[src/hdl/diag_security_access_seed_key_macros.svh]
`ifndef DIAG_SECURITY_ACCESS_SEED_KEY_MACROS_SVH
`define DIAG_SECURITY_ACCESS_SEED_KEY_MACROS_SVH

// same-cycle implication, disabled while in reset
`define DSASK_ASSERT_IMPLY(label, clk, rst_n, ante, cons) \
	label: assert property (@(posedge clk) disable iff (!(rst_n)) (ante) |-> (cons)) \
		else $error("dsask: implication check failed");

// next-cycle implication, disabled while in reset
`define DSASK_ASSERT_NEXT(label, clk, rst_n, ante, cons) \
	label: assert property (@(posedge clk) disable iff (!(rst_n)) (ante) |=> (cons)) \
		else $error("dsask: next-cycle check failed");

`endif

[src/hdl/dsask_pkg.sv]
package dsask_pkg;

	typedef enum logic [1:0] {
		OP_REQUEST = 2'd0,
		OP_TICK    = 2'd1,
		OP_SESSION = 2'd2,
		OP_STOP    = 2'd3
	} op_t;

	typedef enum logic [1:0] {
		SESS_DEFAULT = 2'd0,
		SESS_PRG     = 2'd1,
		SESS_EXT     = 2'd2,
		SESS_OTHER   = 2'd3
	} session_t;

	typedef enum logic [1:0] {
		KIND_SEED = 2'd0,
		KIND_KEY  = 2'd1,
		KIND_NEG  = 2'd2,
		KIND_NONE = 2'd3
	} kind_t;

	typedef enum logic [3:0] {
		NEG_NONE        = 4'd0,
		NEG_SVC         = 4'd1,
		NEG_CONDITIONS  = 4'd2,
		NEG_SUBFN       = 4'd3,
		NEG_SUBFN_SESS  = 4'd4,
		NEG_LENGTH      = 4'd5,
		NEG_ATTEMPTS    = 4'd6,
		NEG_DELAY       = 4'd7,
		NEG_SEQUENCE    = 4'd8,
		NEG_INVALID_KEY = 4'd9
	} neg_t;

	typedef enum logic [1:0] {
		CFG_SEED_START_HIGH = 2'd0,
		CFG_SEED_START_LOW  = 2'd1,
		CFG_MAX_ATTEMPTS    = 2'd2,
		CFG_DELAY_TICKS     = 2'd3
	} cfg_index_t;

	localparam logic [31:0] KEY_ADD        = 32'h5A5A_AA55;
	localparam logic [31:0] SEED_BYTE_MASK = 32'hFEFE_FEFE;
	localparam logic [3:0]  MAX_ATT_RST    = 4'd3;
	localparam logic [15:0] DELAY_RST      = 16'd10000;
	localparam logic [3:0]  FAIL_SAT       = 4'hF;
	localparam logic [2:0]  LOCK_RST       = 3'b001;
	localparam logic [7:0]  LEN_MIN        = 8'd2;
	localparam logic [7:0]  LEN_SEED_REQ   = 8'd2;
	localparam logic [7:0]  LEN_KEY_REQ    = 8'd10;
	localparam logic [3:0]  RLEN_SEED      = 4'd10;
	localparam logic [3:0]  RLEN_KEY       = 4'd2;
	localparam logic [6:0]  LEVEL_PRG      = 7'd4;
	localparam logic [6:0]  LEVEL_EXT      = 7'd2;

	// lock bit 2: programming, bit 1: extended; other sessions are always open
	function automatic logic sess_unlocked(logic [1:0] s, logic [2:0] lock);
		logic r;
		r = 1'b1;
		if (s == SESS_PRG)
			r = lock[2];
		else if (s == SESS_EXT)
			r = lock[1];
		return r;
	endfunction

endpackage

[src/hdl/diag_security_access_seed_key.sv]
// Channel  | Handshake            | Payload
// ---------+----------------------+--------------------------------------------
// input    | in_valid / in_ready  | op, session, sub_function, request_length,
//          |                      | physical_address, battery_ok, key_high/low
// result   | out_valid / out_ready| response_kind .. delay_running
// config   | cfg_we               | cfg_index, cfg_data
//
// One transaction per cycle sustained while out_ready is high; each one gives exactly one result.
// A transaction passes the input register, then one pass of checks, a 32-bit
// add and compare per seed word, and the state update into the result register.
// in_ready drops only while the input stage holds a transaction and the result
// register is full and not being taken.
// arst_n resets the security state and the config registers to their defaults and clears both valid flags.
`include "diag_security_access_seed_key_macros.svh"

module diag_security_access_seed_key import dsask_pkg::*; (
	input  logic        clk,
	input  logic        arst_n,

	input  logic        in_valid,
	output logic        in_ready,
	input  logic [1:0]  op,
	input  logic [1:0]  session,
	input  logic [7:0]  sub_function,
	input  logic [7:0]  request_length,
	input  logic        physical_address,
	input  logic        battery_ok,
	input  logic [31:0] key_high,
	input  logic [31:0] key_low,

	output logic        out_valid,
	input  logic        out_ready,
	output logic [1:0]  response_kind,
	output logic [3:0]  neg_code,
	output logic [3:0]  response_length,
	output logic [6:0]  response_level,
	output logic [31:0] seed_out_high,
	output logic [31:0] seed_out_low,
	output logic        unlocked_now,
	output logic [3:0]  fail_count_now,
	output logic        delay_running,

	input  logic        cfg_we,
	input  logic [1:0]  cfg_index,
	input  logic [31:0] cfg_data
);

	// configuration
	logic [31:0] seed_start_high_q, seed_start_low_q;
	logic [3:0]  max_attempts_q;
	logic [15:0] delay_ticks_q;

	// security state
	logic [2:0]  lock_q, lock_d;
	logic        seed_sent_q, seed_sent_d;
	logic [3:0]  fail_count_q, fail_count_d;
	logic [31:0] seed_high_q, seed_high_d;
	logic [31:0] seed_low_q, seed_low_d;
	logic        delay_active_q, delay_active_d;
	logic [15:0] delay_left_q, delay_left_d;

	// input stage
	logic        valid_s1;
	op_t         op_s1;
	logic [1:0]  session_s1;
	logic [7:0]  sub_function_s1;
	logic [7:0]  request_length_s1;
	logic        physical_address_s1;
	logic        battery_ok_s1;
	logic [31:0] key_high_s1, key_low_s1;

	// result stage
	logic        valid_s2;
	kind_t       kind_s2, kind_d;
	neg_t        neg_s2, neg_d;
	logic [3:0]  rlen_s2, rlen_d;
	logic [6:0]  rlev_s2, rlev_d;
	logic [31:0] seed_out_high_s2, seed_out_high_d;
	logic [31:0] seed_out_low_s2, seed_out_low_d;
	logic        unlocked_s2, unlocked_d;
	logic [3:0]  fail_count_s2;
	logic        delay_running_s2;

	logic advance;

	assign advance  = valid_s1 && (!valid_s2 || out_ready);
	assign in_ready = !valid_s1 || advance;

	always_ff @(posedge clk or negedge arst_n) begin
		if (!arst_n) begin
			seed_start_high_q <= '0;
			seed_start_low_q  <= '0;
			max_attempts_q    <= MAX_ATT_RST;
			delay_ticks_q     <= DELAY_RST;
		end else if (cfg_we) begin
			case (cfg_index)
				CFG_SEED_START_HIGH: seed_start_high_q <= cfg_data;
				CFG_SEED_START_LOW:  seed_start_low_q  <= cfg_data;
				CFG_MAX_ATTEMPTS:    max_attempts_q    <= cfg_data[3:0];
				CFG_DELAY_TICKS:     delay_ticks_q     <= cfg_data[15:0];
				default: ;
			endcase
		end
	end

	always_ff @(posedge clk or negedge arst_n) begin
		if (!arst_n)
			valid_s1 <= 1'b0;
		else if (in_ready)
			valid_s1 <= in_valid;
	end

	always_ff @(posedge clk) begin
		if (in_valid && in_ready) begin
			op_s1               <= op_t'(op);
			session_s1          <= session;
			sub_function_s1     <= sub_function;
			request_length_s1   <= request_length;
			physical_address_s1 <= physical_address;
			battery_ok_s1       <= battery_ok;
			key_high_s1         <= key_high;
			key_low_s1          <= key_low;
		end
	end

	always_comb begin
		logic [6:0]  level;
		logic        seed_req;
		logic        guarded;
		logic        level_bad;
		logic        unlocked_cur;
		neg_t        reject;
		neg_t        chk;
		logic [31:0] exp_high, exp_low;
		logic [3:0]  fc_inc;
		logic [15:0] left_dec;

		level        = sub_function_s1[6:0];
		seed_req     = sub_function_s1[0];
		guarded      = (session_s1 == SESS_PRG) || (session_s1 == SESS_EXT);
		unlocked_cur = sess_unlocked(session_s1, lock_q);
		level_bad    = ((session_s1 == SESS_PRG) && (level != 7'd3) && (level != 7'd4)) ||
			((session_s1 == SESS_EXT) && (level != 7'd1) && (level != 7'd2));

		if (request_length_s1 < LEN_MIN)
			reject = NEG_LENGTH;
		else if ((level < 7'd1) || (level > 7'd4))
			reject = NEG_SUBFN;
		else
			reject = NEG_SUBFN_SESS;

		// checks in priority order
		if (!physical_address_s1)
			chk = NEG_SVC;
		else if (!battery_ok_s1)
			chk = NEG_CONDITIONS;
		else if (level_bad)
			chk = reject;
		else if (guarded && (request_length_s1 != (seed_req ? LEN_SEED_REQ : LEN_KEY_REQ)))
			chk = NEG_LENGTH;
		else if (guarded && !seed_sent_q && delay_active_q)
			chk = seed_req ? NEG_DELAY : NEG_ATTEMPTS;
		else if (!seed_sent_q && !seed_req)
			chk = unlocked_cur ? NEG_SEQUENCE : NEG_CONDITIONS;
		else
			chk = NEG_NONE;

		exp_high = ~seed_high_q + KEY_ADD;
		exp_low  = ~seed_low_q + KEY_ADD;
		fc_inc   = (fail_count_q != FAIL_SAT) ? fail_count_q + 4'd1 : fail_count_q;
		left_dec = (delay_left_q != 16'd0) ? delay_left_q - 16'd1 : delay_left_q;

		lock_d          = lock_q;
		seed_sent_d     = seed_sent_q;
		fail_count_d    = fail_count_q;
		seed_high_d     = seed_high_q;
		seed_low_d      = seed_low_q;
		delay_active_d  = delay_active_q;
		delay_left_d    = delay_left_q;
		kind_d          = KIND_NONE;
		neg_d           = NEG_NONE;
		rlen_d          = '0;
		rlev_d          = '0;
		seed_out_high_d = '0;
		seed_out_low_d  = '0;

		case (op_s1)
			OP_REQUEST: begin
				if (chk != NEG_NONE) begin
					seed_sent_d = 1'b0;
					kind_d      = KIND_NEG;
					neg_d       = chk;
				end else if (seed_req) begin
					kind_d = KIND_SEED;
					rlen_d = RLEN_SEED;
					if (unlocked_cur) begin
						seed_sent_d = 1'b0;
					end else begin
						// double each upper seed byte mod 256
						seed_sent_d     = 1'b1;
						seed_high_d     = {seed_high_q[30:0], 1'b0} & SEED_BYTE_MASK;
						seed_out_high_d = seed_high_d;
						seed_out_low_d  = seed_low_q;
					end
				end else begin
					seed_sent_d = 1'b0;
					if ((exp_high == key_high_s1) && (exp_low == key_low_s1)) begin
						fail_count_d = '0;
						if (session_s1 == SESS_PRG) begin
							lock_d[2] = 1'b1;
							kind_d    = KIND_KEY;
							rlen_d    = RLEN_KEY;
							rlev_d    = LEVEL_PRG;
						end else if (session_s1 == SESS_EXT) begin
							lock_d[1] = 1'b1;
							kind_d    = KIND_KEY;
							rlen_d    = RLEN_KEY;
							rlev_d    = LEVEL_EXT;
						end
					end else begin
						kind_d = KIND_NEG;
						if (fc_inc >= max_attempts_q) begin
							fail_count_d = max_attempts_q;
							// one-shot: leave a running delay alone
							if (!delay_active_q) begin
								delay_active_d = 1'b1;
								delay_left_d   = delay_ticks_q;
							end
							neg_d = NEG_ATTEMPTS;
						end else begin
							fail_count_d = fc_inc;
							neg_d        = NEG_INVALID_KEY;
						end
					end
				end
			end
			OP_TICK: begin
				if (delay_active_q) begin
					delay_left_d = left_dec;
					if (left_dec == 16'd0) begin
						delay_active_d = 1'b0;
						if (fail_count_q != 4'd0)
							fail_count_d = fail_count_q - 4'd1;
					end
				end
			end
			OP_SESSION: begin
				seed_sent_d  = 1'b0;
				fail_count_d = '0;
				lock_d       = LOCK_RST;
				seed_high_d  = seed_start_high_q;
				seed_low_d   = seed_start_low_q;
			end
			OP_STOP: begin
				delay_active_d = 1'b0;
				delay_left_d   = '0;
				lock_d         = LOCK_RST;
			end
			default: ;
		endcase

		unlocked_d = sess_unlocked(session_s1, lock_d);
	end

	always_ff @(posedge clk or negedge arst_n) begin
		if (!arst_n) begin
			lock_q         <= LOCK_RST;
			seed_sent_q    <= 1'b0;
			fail_count_q   <= '0;
			seed_high_q    <= '0;
			seed_low_q     <= '0;
			delay_active_q <= 1'b0;
			delay_left_q   <= '0;
		end else if (advance) begin
			lock_q         <= lock_d;
			seed_sent_q    <= seed_sent_d;
			fail_count_q   <= fail_count_d;
			seed_high_q    <= seed_high_d;
			seed_low_q     <= seed_low_d;
			delay_active_q <= delay_active_d;
			delay_left_q   <= delay_left_d;
		end
	end

	always_ff @(posedge clk or negedge arst_n) begin
		if (!arst_n)
			valid_s2 <= 1'b0;
		else if (advance)
			valid_s2 <= 1'b1;
		else if (out_ready)
			valid_s2 <= 1'b0;
	end

	always_ff @(posedge clk) begin
		if (advance) begin
			kind_s2          <= kind_d;
			neg_s2           <= neg_d;
			rlen_s2          <= rlen_d;
			rlev_s2          <= rlev_d;
			seed_out_high_s2 <= seed_out_high_d;
			seed_out_low_s2  <= seed_out_low_d;
			unlocked_s2      <= unlocked_d;
			fail_count_s2    <= fail_count_d;
			delay_running_s2 <= delay_active_d;
		end
	end

	assign out_valid       = valid_s2;
	assign response_kind   = kind_s2;
	assign neg_code        = neg_s2;
	assign response_length = rlen_s2;
	assign response_level  = rlev_s2;
	assign seed_out_high   = seed_out_high_s2;
	assign seed_out_low    = seed_out_low_s2;
	assign unlocked_now    = unlocked_s2;
	assign fail_count_now  = fail_count_s2;
	assign delay_running   = delay_running_s2;

	`DSASK_ASSERT_IMPLY(a_key_unlocks, clk, arst_n, valid_s2 && (kind_s2 == KIND_KEY), unlocked_s2)
	`DSASK_ASSERT_IMPLY(a_seed_zero, clk, arst_n, valid_s2 && (kind_s2 != KIND_SEED), (seed_out_high_s2 == 32'd0) && (seed_out_low_s2 == 32'd0))
	`DSASK_ASSERT_IMPLY(a_ready_empty, clk, arst_n, !valid_s2, in_ready)
	`DSASK_ASSERT_NEXT(a_stage_hold, clk, arst_n, valid_s1 && !advance, valid_s1)

endmodule
[config.mk]
export PLATFORM = sky130hd
export DESIGN_NAME = diag_security_access_seed_key
export DESIGN_NICKNAME = d
export VERILOG_FILES = /design/src/hdl/dsask_pkg.sv /design/src/hdl/diag_security_access_seed_key.sv
export VERILOG_INCLUDE_DIRS = /design/src /design/src/hdl
export SDC_FILE = /design/constraint.sdc
export NUM_CORES = 1
export LEC_CHECK = 0
export BUFFER_PORTS_ARGS = -buffer_cell sky130_fd_sc_hd__buf_2
export CAP_MARGIN = 10
export CORE_ASPECT_RATIO = 0.8
export CORE_MARGIN = 5
export CORE_UTILIZATION = 50
export CTS_CLUSTER_DIAMETER = 120
export DETAILED_ROUTE_END_ITERATION = 8
export HOLD_SLACK_MARGIN = 0.1
export PLACE_DENSITY = 0.83
export SLEW_MARGIN = 20
export SYNTH_ARGS = -nofsm -noshare
export SYNTH_HDL_FRONTEND = slang
export SYNTH_SLANG_ARGS = --single-unit
[constraint.sdc]
create_clock -name clk -period 4.5 [get_ports clk]
set_input_delay 0.9 -clock clk [delete_from_list [all_inputs] [get_ports clk]]
set_output_delay 0.9 -clock clk [all_outputs]
set_load 0.005 [all_outputs]
Word level (Yosys, flattened, before mapping)
Cells that the tools add are included.
Widths: inputs -> output; s select.
{"block": "op_classes", "n_addsub": 5, "mul": 0, "n_div": 0, "magnitude_cmp": 4, "n_eq_ne": 24, "shift": 0, "muxes": 71, "n_bitwise": 5, "n_reduce_logical": 43}
{"op": "$mux 16", "count": 7}
{"op": "$mux 32", "count": 3}
{"op": "$mux 4", "count": 21}
{"op": "$add 32x31->32 const B", "count": 2}
{"op": "$eq 32x32->1", "count": 2}
{"op": "$not 32->32", "count": 2}
{"op": "$pmux 32 s2", "count": 1}
{"op": "$pmux 16 s3", "count": 1}
{"op": "$mux 2", "count": 11}
{"op": "$mux 1", "count": 20}
{"op": "$logic_not 16->1", "count": 1}
{"op": "$ne 2x2->1 const B", "count": 8}
{"op": "$reduce_bool 16->1", "count": 1}
{"op": "$sub 16x1->16 const B", "count": 1}
{"op": "$ne 7x2->1 const B", "count": 2}
{"op": "$pmux 4 s3", "count": 1}
{"op": "$reduce_and 2->1", "count": 6}
{"op": "$logic_and 1x1->1", "count": 11}
{"op": "$eq 2x2->1 const B", "count": 5}
{"op": "$mux 3", "count": 3}
{"op": "$lt 8x2->1 const B", "count": 1}
{"op": "$ne 8x4->1", "count": 1}
{"op": "$reduce_and 8->1", "count": 1}
{"op": "$reduce_bool 4->1", "count": 2}
{"op": "other kinds (23)", "count": 38}
{"block": "word_totals", "ff_bits": 346, "latchBits": 0, "ram_bits": 0, "mem_bits_ro": 0, "input_bits": 125, "output_inout_bits": 89, "word_cells": 186, "mem_count": 0}

Longest topological paths before layout
Gate-level depths: netlist (run 1).
{"block": "logic_depth", "depth_word": 15, "mapped_depth": 16, "ltp_nobuf": 14}

Least setup slack after synthesis (run 1)
OpenSTA, ideal clock, no wires.
{"block": "synth_path", "kind": "input -> register", "from": "input port out_ready", "to": "register delay_left_q[10]", "setup_time_ns": 0.125, "arrival_time_ns": 4.987, "required_time_ns": 4.375, "slack_ns": -0.612, "path_stages": 7, "path_buffers": 1, "cell_sequence": "nand2b_1 > nand2_1 > inv_1 > clkbuf_1 > nand2_1 > nor2_4 > mux2_4"}
{"block": "synth_via", "elab_chain_len": 3}
{"item": "from (decl)", "line": "diag_security_access_seed_key.sv:32", "rtl": "input logic out_ready,"}
{"item": "$logic_or 1x1->1", "line": "diag_security_access_seed_key.sv:86", "rtl": "assign advance = valid_s1 && (!valid_s2 || out_ready);"}
{"item": "$logic_and 1x1->1", "line": "diag_security_access_seed_key.sv:86"}
{"item": "named net advance", "line": "diag_security_access_seed_key.sv:84", "rtl": "logic advance;"}
{"item": "$reduce_and 8->1 (no line)"}
{"item": "to (signal assigned)", "line": "diag_security_access_seed_key.sv:281", "rtl": "delay_left_q <= delay_left_d;"}
{"item": "to (decl)", "line": "diag_security_access_seed_key.sv:60", "rtl": "logic [15:0] delay_left_q, delay_left_d;"}
The timed path passes the listed nets, and every way through them passes these cells.
A chain may end at the register's enable or synchronous reset.

Worst setup path after layout (run 1)
{"block": "layout_path", "from": "register seed_low_q[0]", "to": "register lock_q[2]"}
{"block": "layout_via", "elab_chain_len": 8}
{"item": "from (decl)", "line": "diag_security_access_seed_key.sv:58", "rtl": "logic [31:0] seed_low_q, seed_low_d;"}
{"item": "from (signal assigned)", "line": "diag_security_access_seed_key.sv:279", "rtl": "seed_low_q <= seed_low_d;"}
{"item": "$not 32->32", "line": "diag_security_access_seed_key.sv:169", "rtl": "exp_low = ~seed_low_q + KEY_ADD;"}
{"item": "$add 32x31->32", "line": "diag_security_access_seed_key.sv:169"}
{"item": "$eq 32x32->1", "line": "diag_security_access_seed_key.sv:207", "rtl": "if ((exp_high == key_high_s1) && (exp_low == key_low_s1)) begin"}
{"item": "$logic_and 1x1->1", "line": "diag_security_access_seed_key.sv:207"}
{"item": "$mux 2", "line": "diag_security_access_seed_key.sv:207"}
{"item": "$mux 2", "line": "diag_security_access_seed_key.sv:193", "rtl": "end else if (seed_req) begin"}
{"item": "$mux 2", "line": "diag_security_access_seed_key.sv:189", "rtl": "if (chk != NEG_NONE) begin"}
{"item": "$pmux 2 s2", "line": "diag_security_access_seed_key.sv:187", "rtl": "case (op_s1)"}
{"item": "to (signal assigned)", "line": "diag_security_access_seed_key.sv:275", "rtl": "lock_q <= lock_d;"}
{"item": "to (decl)", "line": "diag_security_access_seed_key.sv:54", "rtl": "logic [2:0] lock_q, lock_d;"}
Every way passes these cells.

==> results of run 1 <==
==> flip-flops by register name, summed over array words and instances, names as in the netlist, 4 cells and up <==
signal / count
fail_count_q: 4
seed_out_low: 32
seed_low_q: 32
seed_start_high_q: 32
request_length_s1: 8
max_attempts_q: 4
fail_count_now: 4
neg_code: 4
key_low_s1: 32
sub_function_s1: 7
key_high_s1: 32
delay_ticks_q: 16
seed_out_high: 28
delay_left_q: 16
seed_start_low_q: 32
seed_high_q: 32
==> cells in the mapped netlist (all sizes together) (11+ instances only) <==
cell type,number
nor4,21
o31ai,11
nand2,102
nor3,42
xnor2,62
ha,11
nor2,65
and3,12
nand4,18
nand2b,18
o21a,15
mux2,124
buf,20
xor2,36
edfxtp,161
a21oi,55
or3,13
o211ai,15
inv,38
and2,65
clkbuf,89
dfrtp,167
o21ai,93
mux2i,35
nand3,29
==> layer usage <==
metal	share of wire [%]	wire length [um]	vias up	global-route usage, %
li1	-	-	5933	-
met1	46	22800	6494	39.9
met2	43	21600	605	37.7
met3	8.9	4480	79	5.15
met4	2.2	1090	2	6.40
met5	0.026	13	-	0
==> report_power, final <==
group          switching, W  internal [W]  total [W]
Combinational       0.00161       0.00121    0.00282
Clock               0.00125       0.00167    0.00291
Sequential         0.000706       0.00371    0.00442
Total               0.00356       0.00659     0.0102
==> through the flow <==
stage                     utilization, %  hold WS (ns)  total power [W]
final                               58.7         0.331           0.0102
after global routing                58.7         0.400           0.0106
after CTS                           58.7         0.378           0.0101
after detailed placement            55.3         0.490          0.00720
after global placement              55.3         0.466          0.00713
after floorplan                        -         0.457          0.00616
==> area by class of cell <==
type / count / area, um^2
flip-flops and latches: 335 / 9200
clock inverters: 19 / 181
repair buffers: 248 / 1380
multi-input cells: 1041 / 7370
well taps: 434 / 543
clock buffers: 45 / 975
fillers: 2755 / 13900
inverters: 39 / 148
diodes: 2 / 5.00
==> cell families after synthesis <==
| kind of cell | share of synthesized area [%] |
|---|---|
| AO/OA/AOI/OAI | 11.9 |
| XOR/XNOR | 5.01 |
| adder cells (fa/ha/maj) | 0.862 |
| buffers and inverters | 3.56 |
| flip-flops | 53.7 |
| multiplexers | 10.3 |
| other | 0.0219 |
| AND/OR/NAND/NOR | 14.7 |
==> critical path: cells and delay by family, from the launching register on <==
kind | cells | cell delay [ns]
compound gates | 3 | 0.90
fa+ha+maj | 1 | 0.25
buf+inv | 2 | 0.30
flops | 1 | 0.46
mux | 1 | 0.40
simple gates | 6 | 1.80
==> worst paths after layout <==
kind,to,slack [ns],cells past startpoint,start
setup / recovery,lock_q[2],0.28,13,seed_low_q[0]
hold / removal,out_valid,0.33,1,arst_n
setup reg to reg,lock_q[2],0.28,13,seed_low_q[0]
hold reg to reg,seed_low_q[1],0.50,1,seed_start_low_q[1]
max in group asynchronous,seed_start_high_q[24],3.22,2,arst_n
min in group clk,seed_low_q[1],0.50,1,seed_start_low_q[1]
==> impl_results.md, run 1 <==
* Most common cell after layout, fill and taps aside: buf_2
* Peak per-stage delay on the critical path at 0.54 ns
* # Post-CTS Setup Buffers at 0
* Synth Register Bits at 335
* Leak at 7.95 nW
* Final ANT Viol Nets at 0
* DRT iter0 DRCs at 1,559
* Synthesized area at 0.0171 mm^2
* RSZ-0062 raised after global routing: false
* Worst skew pair latency at 0.54 ns
* Vias in the first global route at 12,800
* Die X at 217 um
* Dpl ws at 0.367 ns
* Pin count of the biggest net entering global routing at 81
* Final-stage net count at 1,836
* Tcrit/Tclk final at 93.8%
* Ys async rst share at 51.9%
* Layout cell share with drive strength beyond 1 at 26.8%
* Worst Hold Class: in2async
* WP data required at 4.94 ns
* Final wirelength at 50.0 mm
* Final HPWL DP at 36.1 mm
* Worst slew pin tran at 0.994 ns
* Crit. End Element: flip-flop
* Layout area overhead at 15.6%
* Routed wire per std cell at 23.1 um
* First-pass GRT wire length at 76.9 mm
* Final Hold Vio Count at 0
* Slew HR at 33.1%
* H-tree lvl count at 2
* Max Freq at 237 MHz
* Die area at 0.0381 mm^2
* Slew Limit Fails at 0
* Worst path arrival time at 4.66 ns
* Drt drc at 0
* Bufs on Longest Clock Path at 3
* Ports at 214
* Num rows at 60
* Sequential area share after synthesis at 53.7%
* Largest area contributor in the netlist: edfxtp_1
* Fin Setup TNS at 0 ns
* Setup ws final at 0.277 ns
* Number of synthesized flops with an enable pin at 161
* Share of the synthesized area in the top cell type at 28.2%
* CP Launch Type: flip-flop
* Warnings from Yosys at 0
* Clock Pin Slew Worst Setup and Hold Paths at 0.06 ns
* Synth Flop Type: dfrtp_1
* GRT Total Usage at 25.8%
* CTS tree: built
* Syn_area_per_cell at 11.3 um^2
* RePlAce Congestion at 0.961
* Yosys cell types at 90
* Root Driver: clkbuf_16
* Post-placement cell count at 2,097
* Vias at 13,100
* Most frequent cells in the layout: 200 x buf_2, 167 x dfrtp_1, 161 x edfxtp_1
* Worst Clk Skew at 0.0137 ns
* Initial antenna violation count at 4
* Remaining global-route overflow at 0
* Status: finished clean
* Design Area, Final at 0.0198 mm^2
* Core Area at 0.0337 mm^2
* Clock buffer count from CTS at 35
* Slowest stage cell, crit path: or4_1
* Die height at 176 um
* Via density at 6.06
* TritonCTS Sinks at 335
* IO buf count at 201
* Worst IR Drop VDD at 0.272 mV
* P per Cell Area at 513 mW/mm^2
* Worst-path maximum fanout at 12
* Final Non-Filler Cells at 2,163
* First-pass DRT Iterations at 6
* # resized after CTS at 0
* Max-Cap Viols at 0
* Synth area leaders: edfxtp_1 28%, dfrtp_1 24%, mux2_2 8.0%, xnor2_1 3.2%, and2_1 2.4%
* CP Class: reg2reg
* CP Cell Sequence: inv_1, ha_1, nor2b_1, o2111ai_1, a31oi_1, mux2i_1, nand3_1, or4_1, nor4b_1, nand4_1, buf_4, or3_4, o31ai_2
* Setup violations, final at 0
* Syn Inst Count at 1,514
* Post-CTS Hold Buffers at 0
* Min Tclk post-route at 4.22 ns
* Initial core utilization at 50.8%
* Post-DP Area at 0.0186 mm^2
Note: power is estimated with default switching activity, not from simulation.
==> run 2, diff against run 1 <==
--- a/config.mk
+++ b/config.mk
@@ -8,13 +8,15 @@
 export LEC_CHECK = 0
 export BUFFER_PORTS_ARGS = -buffer_cell sky130_fd_sc_hd__buf_2
 export CAP_MARGIN = 10
+export CELL_PAD_IN_SITES_DETAIL_PLACEMENT = 1
+export CELL_PAD_IN_SITES_GLOBAL_PLACEMENT = 2
 export CORE_ASPECT_RATIO = 0.8
 export CORE_MARGIN = 5
-export CORE_UTILIZATION = 50
+export CORE_UTILIZATION = 35
 export CTS_CLUSTER_DIAMETER = 120
 export DETAILED_ROUTE_END_ITERATION = 8
 export HOLD_SLACK_MARGIN = 0.1
-export PLACE_DENSITY = 0.83
+export PLACE_DENSITY = 0.86
 export SLEW_MARGIN = 20
 export SYNTH_ARGS = -nofsm -noshare
 export SYNTH_HDL_FRONTEND = slang
==> impl_results.md, run 2 (synthesized netlist as in run 1, its figures left out) <==
* Status: finished clean
* Num rows at 72
* Worst path arrival time at 4.60 ns
* Worst skew pair latency at 0.56 ns
* Slew HR at 35.0%
* Setup crit end: lock_q[2]
* Leak at 8.03 nW
* Clock buffer count from CTS at 37
* CP Cell Sequence: nor3_1, nand4_1, nor3b_1, a2111oi_1, nand4_1, or4_1, nor4b_2, nand4_1, buf_4, or3_4, o31ai_2
* Net Switching at 0.00371 W
* Critical Path Start: seed_low_q[14]
* Reg power frac at 42.3%
* Vias at 13,300
* Min Tclk post-route at 4.12 ns
* Worst slew pin tran at 0.972 ns
* Drt drc at 0
* CP most frequent cell: nand4_1
* Initial core utilization at 35.4%
* Final core occ at 41.7%
* Layout area overhead at 17.9%
* Worst IR Drop VDD at 0.273 mV
* Fin Setup TNS at 0 ns
* WP buf/inv at 1
* Final HPWL DP at 42.1 mm
* Slowest stage cell, crit path: a2111oi_1
* Root Driver: clkbuf_16
* Core Area at 0.0484 mm^2
* RSZ-0062 raised after global routing: false
* Die area at 0.0535 mm^2
* First-pass DRT Iterations at 4
* Post-DP Area at 0.0190 mm^2
* WP data required at 4.97 ns
* Final-stage net count at 1,853
* Net Sw Frac at 35.8%
* # resized after CTS at 0
* Final Hold Vio Count at 0
* Final wirelength at 56.9 mm
* Routed wire per std cell at 24.0 um
* FF-to-FF path depth at 11
* Crit. End Element: flip-flop
* Crit path depth at 11
* Via density at 5.60
* Pin count of the biggest net entering global routing at 77
* Vias in the first global route at 13,800
* Final ANT Viol Nets at 0
* GRT Total Usage at 20.7%
* Max-Cap Viols at 0
* Worst Clk Skew at 0.0190 ns
* Clock power share at 28.7%
* # Post-CTS Setup Buffers at 0
* P per Cell Area at 513 mW/mm^2
* Clock Pin Slew Worst Setup and Hold Paths at 0.06 ns
* Top delay family on crit path: simple AND/OR/NAND/NOR gates
* Internal at 0.00665 W
* IO buf count at 201
* R2R Setup Slk at 0.38 ns
* Comb pwr share at 29.0%
* Peak per-stage delay on the critical path at 0.60 ns
* Layout cell share with drive strength beyond 1 at 27.4%
* Worst Hold Class: in2async
* CTS tree: built
* H-tree lvl count at 2
* Die height at 208 um
* Initial antenna violation count at 5
* Setup violations, final at 0
* Design Area, Final at 0.0202 mm^2
* TritonCTS Sinks at 335
* CP Launch Type: flip-flop
* RePlAce Congestion at 0.893
* First-pass GRT wire length at 86.6 mm
* Die X at 257 um
* Max Freq at 243 MHz
* Final Non-Filler Cells at 2,376
* Remaining global-route overflow at 0
* Post-placement cell count at 2,307
* Post-CTS Hold Buffers at 0
* DRT iter0 DRCs at 1,025
* FF-to-FF End: lock_q[2]
* Worst-path maximum fanout at 12
* R2r startpoint: seed_low_q[14]
* Most common cell after layout, fill and taps aside: buf_2
* CP Class: reg2reg
* Tcrit/Tclk final at 91.6%
* Most frequent cells in the layout: 200 x buf_2, 167 x dfrtp_1, 161 x edfxtp_1
* Bufs on Longest Clock Path at 3
* Ports at 214
* Slew Limit Fails at 0
[run 2: how the worst min path moves through the flow]
stage,startpoint,to,slack (ns),cells past startpoint
final,arst_n,lock_q[2],0.35,1
after global routing,arst_n,lock_q[2],0.41,1
after CTS,arst_n,valid_s1,0.37,1
after detailed placement,valid_s1,out_valid,0.49,1
after global placement,valid_s1,out_valid,0.47,1
after floorplan,valid_s1,out_valid,0.46,1
[run 2: layout make-up]
type / count / area, um^2
well taps: 629 / 787
clock buffers: 53 / 1080
multi-input cells: 1041 / 7390
diodes: 2 / 5.00
flip-flops and latches: 335 / 9200
repair buffers: 263 / 1490
inverters: 39 / 148
fillers: 5223 / 28200
clock inverters: 14 / 103
[run 2: per-stage QoR]
step / power [W] / hold slack (ns) / worst slack (ns)
finish: 0.0104 / 0.352 / 0.378
global route: 0.0109 / 0.415 / 0.108
CTS: 0.0104 / 0.371 / 0.250
detailed placement: 0.00736 / 0.489 / 0.255
global placement: 0.00726 / 0.469 / 0.357
floorplan: 0.00616 / 0.457 / 0.783
[run 2: per-layer routing]
| metal | global-route usage [%] | vias up | share of wire [%] |
|---|---|---|---|
| met5 | 0 | - | 0.023 |
| met4 | 5.80 | 2 | 2.4 |
| met3 | 3.48 | 73 | 5.6 |
| met2 | 31.0 | 394 | 44 |
| met1 | 31.1 | 6870 | 48 |
| li1 | - | 5970 | - |
[run 2: worst register-to-register path: stages (launching register included)]
cell       delay (ns)
dfrtp_1          0.38
nor3_1           0.54
nand4_1          0.35
nor3b_1          0.24
a2111oi_1        0.60
nand4_1          0.16
or4_1            0.48
nor4b_2          0.35
nand4_1          0.13
buf_4            0.22
or3_4            0.40
o31ai_2          0.18
[run 2: power groups by stage]
stage,Clock [W],Combinational (W),Sequential [W]
after global routing,0.00318,0.00325,0.00445
after global placement,0,0.00287,0.00438
after detailed placement,0,0.00294,0.00442
after floorplan,0,0.00217,0.00399
after CTS,0.00305,0.00297,0.00436
final,0.00297,0.00300,0.00438
